===== src/rtl/lcdp_pkg.sv =====
package lcdp_pkg;

    // Image geometry and store size
    localparam int MAX_WIDTH  = 1024;
    localparam int MAX_HEIGHT = 512;
    localparam int STORE_SIZE = MAX_WIDTH * MAX_HEIGHT;
    localparam int COL_W      = $clog2(MAX_WIDTH);
    localparam int ROW_W      = $clog2(MAX_HEIGHT);
    localparam int ADDR_W     = $clog2(STORE_SIZE);

    // Field and register widths
    localparam int PIX_W      = 19;
    localparam int WIDTH_W    = 11;
    localparam int HEIGHT_W   = 10;
    localparam int CFG_ADDR_W = 3;
    localparam int DEPTH_W    = 16;

    localparam logic [DEPTH_W-1:0] CLEAR_DEPTH = 16'd65534;
    localparam logic [DEPTH_W-1:0] DEPTH_SAT   = 16'd65535;

    // Register reset values
    localparam logic [WIDTH_W-1:0]  WIDTH_RESET  = 11'd1024;
    localparam logic [HEIGHT_W-1:0] HEIGHT_RESET = 10'd512;
    localparam logic [31:0]         ZOFF_RESET   = 32'd19661;

    // Iteration counts
    localparam int CORDIC_STEPS = 24;
    localparam int SQRT_STEPS   = 32;
    localparam int DIV_STEPS    = 63;

    localparam logic [31:0] HALF_TURN = 32'h8000_0000;

    // Register indexes
    localparam logic [CFG_ADDR_W-1:0] CFG_WIDTH  = 3'd0;
    localparam logic [CFG_ADDR_W-1:0] CFG_HEIGHT = 3'd1;
    localparam logic [CFG_ADDR_W-1:0] CFG_FOCAL  = 3'd2;
    localparam logic [CFG_ADDR_W-1:0] CFG_ROWOFF = 3'd3;
    localparam logic [CFG_ADDR_W-1:0] CFG_ZOFF   = 3'd4;

    // Request codes
    localparam logic [1:0] REQ_CLEAR = 2'd0;
    localparam logic [1:0] REQ_POINT = 2'd1;
    localparam logic [1:0] REQ_READ  = 2'd2;

    typedef enum logic [2:0] {
        MUL_XX = 3'd0,
        MUL_YY = 3'd1,
        MUL_FZ = 3'd2,
        MUL_WP = 3'd3,
        MUL_MM = 3'd4
    } mul_sel_t;

    typedef struct packed {
        logic              capture;
        logic              zz_en;
        logic              mul_en;
        mul_sel_t          mul_sel;
        logic              r2_load;
        logic              r2_add;
        logic              sqrt_init;
        logic              sqrt_step;
        logic              cordic_init;
        logic              cordic_step;
        logic              div_init;
        logic              div_step;
        logic              col_load;
        logic              row_sum;
        logic              row_trunc;
        logic              mm_load;
        logic              mem_clr;
        logic              mem_rd_pix;
        logic              mem_rd_pt;
        logic              rd_load;
        logic              upd;
        logic              out_load;
        logic [ADDR_W-1:0] step;
    } lcdp_cmd_t;

    typedef struct packed {
        logic rq_zero;
        logic in_image;
    } lcdp_stat_t;

    // atan(2^-i) in turns, Q0.32
    function automatic logic [31:0] atan_turns(input logic [4:0] i);
        logic [31:0] v;
        case (i)
            5'd0:    v = 32'd536870912;
            5'd1:    v = 32'd316933406;
            5'd2:    v = 32'd167458907;
            5'd3:    v = 32'd85004756;
            5'd4:    v = 32'd42667331;
            5'd5:    v = 32'd21354465;
            5'd6:    v = 32'd10679838;
            5'd7:    v = 32'd5340245;
            5'd8:    v = 32'd2670163;
            5'd9:    v = 32'd1335087;
            5'd10:   v = 32'd667544;
            5'd11:   v = 32'd333772;
            5'd12:   v = 32'd166886;
            5'd13:   v = 32'd83443;
            5'd14:   v = 32'd41722;
            5'd15:   v = 32'd20861;
            5'd16:   v = 32'd10430;
            5'd17:   v = 32'd5215;
            5'd18:   v = 32'd2608;
            5'd19:   v = 32'd1304;
            5'd20:   v = 32'd652;
            5'd21:   v = 32'd326;
            5'd22:   v = 32'd163;
            5'd23:   v = 32'd81;
            default: v = 32'd0;
        endcase
        return v;
    endfunction

endpackage


===== src/rtl/lcdp_ctrl.sv =====
module lcdp_ctrl import lcdp_pkg::*; (
    input  logic       aclk,
    input  logic       aresetn,
    input  logic       s_valid,
    output logic       s_ready,
    input  logic [1:0] s_req_type,
    output logic       m_valid,
    input  logic       m_ready,
    output lcdp_cmd_t  cmd,
    input  lcdp_stat_t stat
);

    typedef enum logic [15:0] {
        S_IDLE    = 16'h0001,
        S_CLEAR   = 16'h0002,
        S_RDADDR  = 16'h0004,
        S_RDDATA  = 16'h0008,
        S_SQX     = 16'h0010,
        S_SQY     = 16'h0020,
        S_SUM     = 16'h0040,
        S_ROOT    = 16'h0080,
        S_MULF    = 16'h0100,
        S_DIVINIT = 16'h0200,
        S_DIV     = 16'h0400,
        S_ROWQ    = 16'h0800,
        S_ROWT    = 16'h1000,
        S_CHECK   = 16'h2000,
        S_UPD     = 16'h4000,
        S_DONE    = 16'h8000
    } state_t;

    state_t            state_reg, state_next;
    logic [ADDR_W-1:0] step_reg, step_next;
    logic              reply_reg, reply_next;
    logic              m_valid_reg, m_valid_next;

    assign s_ready = (state_reg == S_IDLE);
    assign m_valid = m_valid_reg;

    // Sequencer
    always_comb begin
        cmd          = '0;
        cmd.step     = step_reg;
        state_next   = state_reg;
        step_next    = step_reg;
        reply_next   = reply_reg;
        m_valid_next = m_valid_reg && !m_ready;
        case (state_reg)
            S_IDLE: begin
                if (s_valid) begin
                    cmd.capture = 1'b1;
                    step_next   = '0;
                    case (s_req_type)
                        REQ_CLEAR: begin
                            state_next = S_CLEAR;
                            reply_next = 1'b1;
                        end
                        REQ_POINT: state_next = S_SQX;
                        REQ_READ:  state_next = S_RDADDR;
                        default:   state_next = S_DONE;
                    endcase
                end
            end
            S_CLEAR: begin
                cmd.mem_clr = 1'b1;
                step_next   = step_reg + 1'b1;
                if (step_reg == ADDR_W'(STORE_SIZE - 1)) begin
                    step_next  = '0;
                    state_next = reply_reg ? S_DONE : S_IDLE;
                end
            end
            S_RDADDR: begin
                cmd.mem_rd_pix = 1'b1;
                state_next     = S_RDDATA;
            end
            S_RDDATA: begin
                cmd.rd_load = 1'b1;
                state_next  = S_DONE;
            end
            S_SQX: begin
                cmd.mul_en  = 1'b1;
                cmd.mul_sel = MUL_XX;
                cmd.zz_en   = 1'b1;
                state_next  = S_SQY;
            end
            S_SQY: begin
                cmd.mul_en  = 1'b1;
                cmd.mul_sel = MUL_YY;
                cmd.r2_load = 1'b1;
                state_next  = S_SUM;
            end
            S_SUM: begin
                cmd.r2_add      = 1'b1;
                cmd.sqrt_init   = 1'b1;
                cmd.cordic_init = 1'b1;
                step_next       = '0;
                state_next      = S_ROOT;
            end
            S_ROOT: begin
                // square root and angle iterate side by side
                cmd.sqrt_step   = 1'b1;
                cmd.cordic_step = (step_reg < ADDR_W'(CORDIC_STEPS));
                step_next       = step_reg + 1'b1;
                if (step_reg == ADDR_W'(SQRT_STEPS - 1)) begin
                    step_next  = '0;
                    state_next = S_MULF;
                end
            end
            S_MULF: begin
                cmd.mul_en  = 1'b1;
                cmd.mul_sel = MUL_FZ;
                state_next  = stat.rq_zero ? S_DONE : S_DIVINIT;
            end
            S_DIVINIT: begin
                cmd.div_init = 1'b1;
                cmd.mul_en   = 1'b1;
                cmd.mul_sel  = MUL_WP;
                step_next    = '0;
                state_next   = S_DIV;
            end
            S_DIV: begin
                cmd.div_step = 1'b1;
                cmd.col_load = 1'b1;
                step_next    = step_reg + 1'b1;
                if (step_reg == ADDR_W'(DIV_STEPS - 1)) begin
                    step_next  = '0;
                    state_next = S_ROWQ;
                end
            end
            S_ROWQ: begin
                cmd.row_sum = 1'b1;
                cmd.mul_en  = 1'b1;
                cmd.mul_sel = MUL_MM;
                state_next  = S_ROWT;
            end
            S_ROWT: begin
                cmd.row_trunc = 1'b1;
                cmd.mm_load   = 1'b1;
                state_next    = S_CHECK;
            end
            S_CHECK: begin
                if (stat.in_image) begin
                    cmd.mem_rd_pt = 1'b1;
                    state_next    = S_UPD;
                end else begin
                    state_next = S_DONE;
                end
            end
            S_UPD: begin
                cmd.upd    = 1'b1;
                state_next = S_DONE;
            end
            S_DONE: begin
                if (!m_valid_reg || m_ready) begin
                    cmd.out_load = 1'b1;
                    m_valid_next = 1'b1;
                    state_next   = S_IDLE;
                end
            end
            default: state_next = S_IDLE;
        endcase
    end

    // Reset starts with a clearing pass that sends no word
    always_ff @(posedge aclk) begin
        if (!aresetn) begin
            state_reg   <= S_CLEAR;
            step_reg    <= '0;
            reply_reg   <= 1'b0;
            m_valid_reg <= 1'b0;
        end else begin
            state_reg   <= state_next;
            step_reg    <= step_next;
            reply_reg   <= reply_next;
            m_valid_reg <= m_valid_next;
        end
    end

    a_one_at_a_time: assert property (@(posedge aclk) disable iff (!aresetn)
        s_valid && s_ready |=> !s_ready)
        else $error("input taken while an item is in work");

    a_out_free: assert property (@(posedge aclk) disable iff (!aresetn)
        cmd.out_load |-> (!m_valid_reg || m_ready))
        else $error("result register overwritten");

    a_clear_len: assert property (@(posedge aclk) disable iff (!aresetn)
        cmd.mem_clr && (step_reg != ADDR_W'(STORE_SIZE - 1)) |=> cmd.mem_clr)
        else $error("clearing pass cut short");

endmodule


===== config.mk =====
export PLATFORM = sky130hd
export DESIGN_NAME = lcdp_ctrl
export DESIGN_NICKNAME = d
export VERILOG_FILES = /design/src/rtl/lcdp_pkg.sv /design/src/rtl/lcdp_ctrl.sv
export SDC_FILE = /design/constraint.sdc
export NUM_CORES = 1
export LEC_CHECK = 0
export BUFFER_PORTS_ARGS = -buffer_cell sky130_fd_sc_hd__buf_2
export CELL_PAD_IN_SITES_DETAIL_PLACEMENT = 1
export CELL_PAD_IN_SITES_GLOBAL_PLACEMENT = 2
export CORE_AREA = 10 10 86 106
export CTS_BUF_LIST = sky130_fd_sc_hd__clkbuf_2
export DETAILED_ROUTE_END_ITERATION = 10
export DIE_AREA = 0 0 96 116
export HOLD_SLACK_MARGIN = 0.02
export PLACE_DENSITY_LB_ADDON = 0.2
export SYNTH_ARGS = -nofsm -noshare
export SYNTH_HDL_FRONTEND = slang
export SYNTH_SLANG_ARGS = --single-unit

===== constraint.sdc =====
create_clock -name aclk -period 2.72 [get_ports aclk]
set_input_delay 0 -clock aclk [delete_from_list [all_inputs] [get_ports aclk]]
set_output_delay 0 -clock aclk [all_outputs]
set_load 0.02 [all_outputs]

# [Word level (Yosys, flattened, before mapping)]
# Cells that the tools add are included.
[word_totals] output_inout_bits=45 register_bits=37 word_cells=81 in_bits=8
[classes] n_reduce_logical=11 order_cmp=1 mux=38 eq_ne=26 addsub=1
[ops] operator="case mux 16 bit (15 select lines)" count=1
[ops] operator="two-way mux 16 bit" count=8
[ops] operator="case mux 19 bit (5 select lines)" count=1
[ops] operator="two-way mux 19 bit" count=4
[ops] operator="case mux 16 bit (3 select lines)" count=1
[ops] operator="case mux 4 bit (5 select lines)" count=1
[ops] operator="adder 19 x 1 -> 19 bit (second input constant)" count=1
[ops] operator="== test 19 bit (second input constant)" count=1
[ops] operator="== test 19 x 5 -> 1 bit (second input constant)" count=1
[ops] operator="== test 19 x 6 -> 1 bit (second input constant)" count=1
[ops] operator="< comparator 19 x 5 -> 1 bit (second input constant)" count=1
[ops] operator="two-way mux 1 bit" count=19
[ops] operator="== test 16 x 1 -> 1 bit (second input constant)" count=1
[ops] operator="== test 16 x 10 -> 1 bit (second input constant)" count=1
[ops] operator="== test 16 x 11 -> 1 bit (second input constant)" count=1
[ops] operator="== test 16 x 12 -> 1 bit (second input constant)" count=1
[ops] operator="== test 16 x 13 -> 1 bit (second input constant)" count=1
[ops] operator="== test 16 x 14 -> 1 bit (second input constant)" count=1
[ops] operator="== test 16 x 15 -> 1 bit (second input constant)" count=1
[ops] operator="== test 16 bit (second input constant)" count=1
[ops] operator="== test 16 x 2 -> 1 bit (second input constant)" count=1
[ops] operator="== test 16 x 3 -> 1 bit (second input constant)" count=1
[ops] operator="== test 16 x 4 -> 1 bit (second input constant)" count=1
[ops] operator="== test 16 x 5 -> 1 bit (second input constant)" count=1
[ops] operator="other kinds (17)" count=25

# [Longest topological paths before layout]
[depth] word_depth=4 ltp_mapped=9 mapped_depth_nobuf=7

# [Worst setup path after synthesis]
# Ideal clock, no wire load.
[synth_path] path_type="reg-to-reg" from="reg state_reg[11]" to="reg state_reg[15]" setup_slack_ps=349 arrival_time_ps=2312 setup_time_ps=58 required_ps=2662 period_less_slack_ps=2371 n_path_buf=0 path_stages_with_launch=7 cell_sequence="dfxtp_1 -> nor4_2 -> nand4_1 -> nor3b_1 -> a21oi_1 -> a311oi_1 -> o21a_1"
[synth_via] elab_chain_len=3 elab_cells_between_ends=24 cone_classes="eq/ne (21); mux (1); reduce/logical (2)"
[synth_lines] item="from (decl)" line="lcdp_ctrl.sv:32" text="state_t state_reg, state_next;"
[synth_lines] item="from (signal assigned)" line="lcdp_ctrl.sv:172" text="state_reg <= state_next;"
[synth_lines] item="== test 16 x 15 -> 1 bit (tied with other cells)" line="lcdp_ctrl.sv:48" text="case (state_reg)"
[synth_lines] item="OR reduction 2 bit (no source line) or != test 2 bit (tied branches)"
[synth_lines] item="case mux 16 bit (15 select lines) or AND reduction 5 bit (tied branches)"
# Several ways; a longest one is shown, not always the timed one.
# A chain may end at the register's enable or synchronous reset.

# [Final worst setup path]
[layout_path] from="reg state_reg[0]" to="reg step_reg[15]"
[layout_via] elab_chain_len=4 elab_cells_between_ends=11 cone_classes="eq/ne (7); mux (1); reduce/logical (3)"
[layout_lines] item="== test 16 x 10 -> 1 bit or == test 16 x 7 -> 1 bit (tied branches)" line="lcdp_ctrl.sv:48"
[layout_lines] item="OR reduction 2 bit (no source line)"
[layout_lines] item="nonzero test 5 bit (no source line)"
[layout_lines] item="AND reduction 2 bit (no source line)"
[layout_lines] item="to (signal assigned)" line="lcdp_ctrl.sv:173" text="step_reg <= step_next;"
[layout_lines] item="to (decl)" line="lcdp_ctrl.sv:33" text="logic [ADDR_W-1:0] step_reg, step_next;"
# Several ways; a longest one is shown, not always the timed one.

==> results by group <==
Outcome
  • Status: completed

Logic synthesis
  • Synth Area in Compound Gates: 0.177
  • Syn nets: 278
  • Xor-xnor portion of the synthesized cell area: 0.0238
  • Synth Warn #: 0
  • Top cell type by total area after synthesis: dfxtp_1
  • Mapped Area: approximately 2200 um^2
  • Post-Synth Simple-Gate Area: 0.390
  • Main synth FF type: dfxtp_1
  • Fraction of the mapped netlist area in adder cells: 0.0113
  • Post-synth top cells: dfxtp_1 (37), nand2_1 (19), nor2_1 (19), a21oi_1 (18), inv_1 (17)
  • Mux cell area share after synthesis: 0
  • Post-synth EDFFs: 0
  • #FFs+latches synth: 37
  • Synth async-reset ratio: 0
  • Unique masters post-synth: between 50 and 60
  • Top-area cell type share of the netlist area: 0.335
  • Count leader, synth: dfxtp_1
  • Synth Instances: around 270
  • Top post-synthesis cells by area: dfxtp_1 (34%), a21oi_1 (4.1%), o31ai_1 (3.4%)
  • Mean Syn Cell Area: just over 8 um^2
  • Sequential fraction of the synthesis area: 0.335
  • Main combinational cell family by area after synthesis: simple AND/OR/NAND/NOR gates

Worst setup path
  • Crit end category: flip-flop
  • CP max FO: 26
  • Worst r2r path cells: 7
  • Crit Path Class: reg -> reg
  • CP required: slightly above 3000 ps
  • Startpoint Class: flip-flop
  • WP data arrival: around 2800 ps

Route
  • DR vias/cell: between 5 and 6
  • Wire per inst: between 15 and 20 um
  • DR pass1 iterations: 4
  • 1st-iter DRT viols: between 60 and 70
  • Post-route ant nets: 0
  • Post-Route WL: a little over 7 mm
  • DRC Markers: 0
  • Routed vias: ~2300

CTS
  • H-tree depth: 2
  • Clock Pin Slew Worst Setup and Hold Paths: roughly 200 ps
  • Clk sinks: 37
  • Worst skew pair latency: 390 ps
  • Clock root buffer master: clkbuf_2
  • CTS max path bufs: 2
  • CTS tree: yes
  • CTS Buf Count: 5

STA
  • Fmax: between 400 and 500 MHz
  • Slew @ Worst Pin: around 500 ps
  • RSZ-0062 raised after global routing: false
  • Final clock skew: ~23 ps
  • Max Transition Viols Final: 0
  • Final setup vio count: 0
  • Slew headroom: 0.664
  • Period utilisation layout: 0.895
  • Final hold violation count: 0
  • Post-route setup TNS: 0 ps
  • Final worst path period need: ~2400 ps

Placement
  • RD Place Congestion: 0.824
  • Detailed placement HPWL: ~5.8 mm
  • IO Port Bufs: 52

Floorplanning
  • Die area: 11100 um^2
  • Row Count: 34
  • Die height: around 120 um
  • Core ar.: 6980 um^2
  • Initial Util: 0.317
  • Die X-Extent: 96 um
  • I/O pin count: 53

Min path
  • Hold Crit Class: in -> reg
  • WHS Path Cells: 4

Cells and area
  • Area Growth Syn to Fin: 24.0%
  • Post-layout nets: about 340
  • Share of cells above drive strength 1: 0.263
  • Fillers: ~890
  • Max reg flops: 19
  • ANT cells: 0

Global route
  • Met3 usage: 0.0304
  • Grt total ovfl: 0
  • First-pass GRT wire length: 11.9 mm
  • Initial antenna violation count: 0
  • Overall routing resource usage: 0.133
  • Met2 usage: 0.244
  • Largest net degree at the start of global routing: 27
  • Vias in the first global route: 2350
  • M1 GR Usage: 0.147
  • Busiest grt layer: met2

Power and ir drop
  • Pwr Total: around 0.0013 W
  • Leak: roughly 1.1 nW
  • Max VDD drop: 0.000269 V
  • Pwr/cell area: 466 nW/um^2

Run
  • Max-cap violation count: 0
==> cell families (layout without fill, tap and decap cells) <==
| group | count (synthesis) | in the layout |
|---|---|---|
| AO/OA/AOI/OAI | 57 | 57 |
| flip-flops | 37 | 37 |
| AND/OR/NAND/NOR | 137 | 137 |
| buffers and inverters | 29 | 96 |
| adder cells (fa/ha/maj) | 2 | 2 |
| XOR/XNOR | 6 | 6 |
==> layout by cell type, fill, tap and decap left out, types with 4 or more instances in the layout <==
cell and instances:
buf_4 11, nand2_1 19, or2_2 5, nor4_1 6, inv_1 17, o21ai_0 8
a21oi_1 18, buf_2 52, nand4_1 10, dfxtp_1 37, or4_1 10, nor3_1 10
and4_1 4, o31ai_1 10, clkbuf_2 6, nor4b_1 4, dlygate4sd3_1 6, nor2_1 19
or3_1 7, nand3_1 13
==> power breakdown <==
part | total (W) | switching (W) | internal (W)
Clock | 0.000352 | 0.000195 | 0.000157
Combinational | 0.000333 | 0.000202 | 0.000131
Sequential | 0.000591 | 0.0000272 | 0.000564
==> worst max-delay path, cell delays in order (launching register included) <==
cell	delay, ps
dfxtp_1	420
nor4_4	420
nand2_1	260
a21oi_2	290
o32ai_4	190
buf_12	200
or4_1	460
a21oi_1	140
==> layout make-up <==
class                      count  area, um^2  share of cell area
clock inverter                 2        33.8              0.0123
clock buffer                   6        30.0              0.0110
multi-input combinational    202        1330               0.486
inverter                      18        67.6              0.0247
tap                           90         113              0.0411
sequential                    37         741               0.271
timing repair buffer          70         423               0.154
==> metrics by stage <==
stage | utilization | hold slack [ps] | instance area [um^2] | instances | worst slack (ps)
2_1_floorplan | - | 76.7 | 2210 | 268 | 349
3_3_place_gp | 0.375 | 183 | 2610 | 411 | 344
3_5_place_dp | 0.375 | 187 | 2610 | 411 | 323
4_1_cts | 0.392 | 74.6 | 2740 | 425 | 284
5_1_grt | 0.392 | 52.7 | 2740 | 425 | 49.8
6_report | 0.392 | 80.1 | 2740 | 425 | 286
==> path summary, 6_finish.rpt <==
path / end / slack, ps / start
worst min-delay path: step_reg[3]$_SDFFE_PN0P_ / 80 / s_valid
worst max-delay path: step_reg[15]$_SDFFE_PN0P_ / 290 / state_reg[0]$_SDFFE_PN0P_
worst max register to register: step_reg[15]$_SDFFE_PN0P_ / 290 / state_reg[0]$_SDFFE_PN0P_
worst min register to register: step_reg[5]$_SDFFE_PN0P_ / 520 / step_reg[5]$_SDFFE_PN0P_
==> per-layer routing <==
| layer | part of all wire | up-vias |
|---|---|---|
| met2 | 0.53 | 34 |
| li1 | - | 1133 |
| met4 | 0.012 | 0 |
| met5 | 0 | - |
| met3 | 0.042 | 7 |
| met1 | 0.42 | 1097 |
==> what timing repair did <==
item / CTS / global route
buffers inserted: 0 / 0
hold buffers: 6 / 0
resized for setup: 0 / 0
endpoints found under the hold margin: 13 / 0
(Power assumes the default switching activity.)
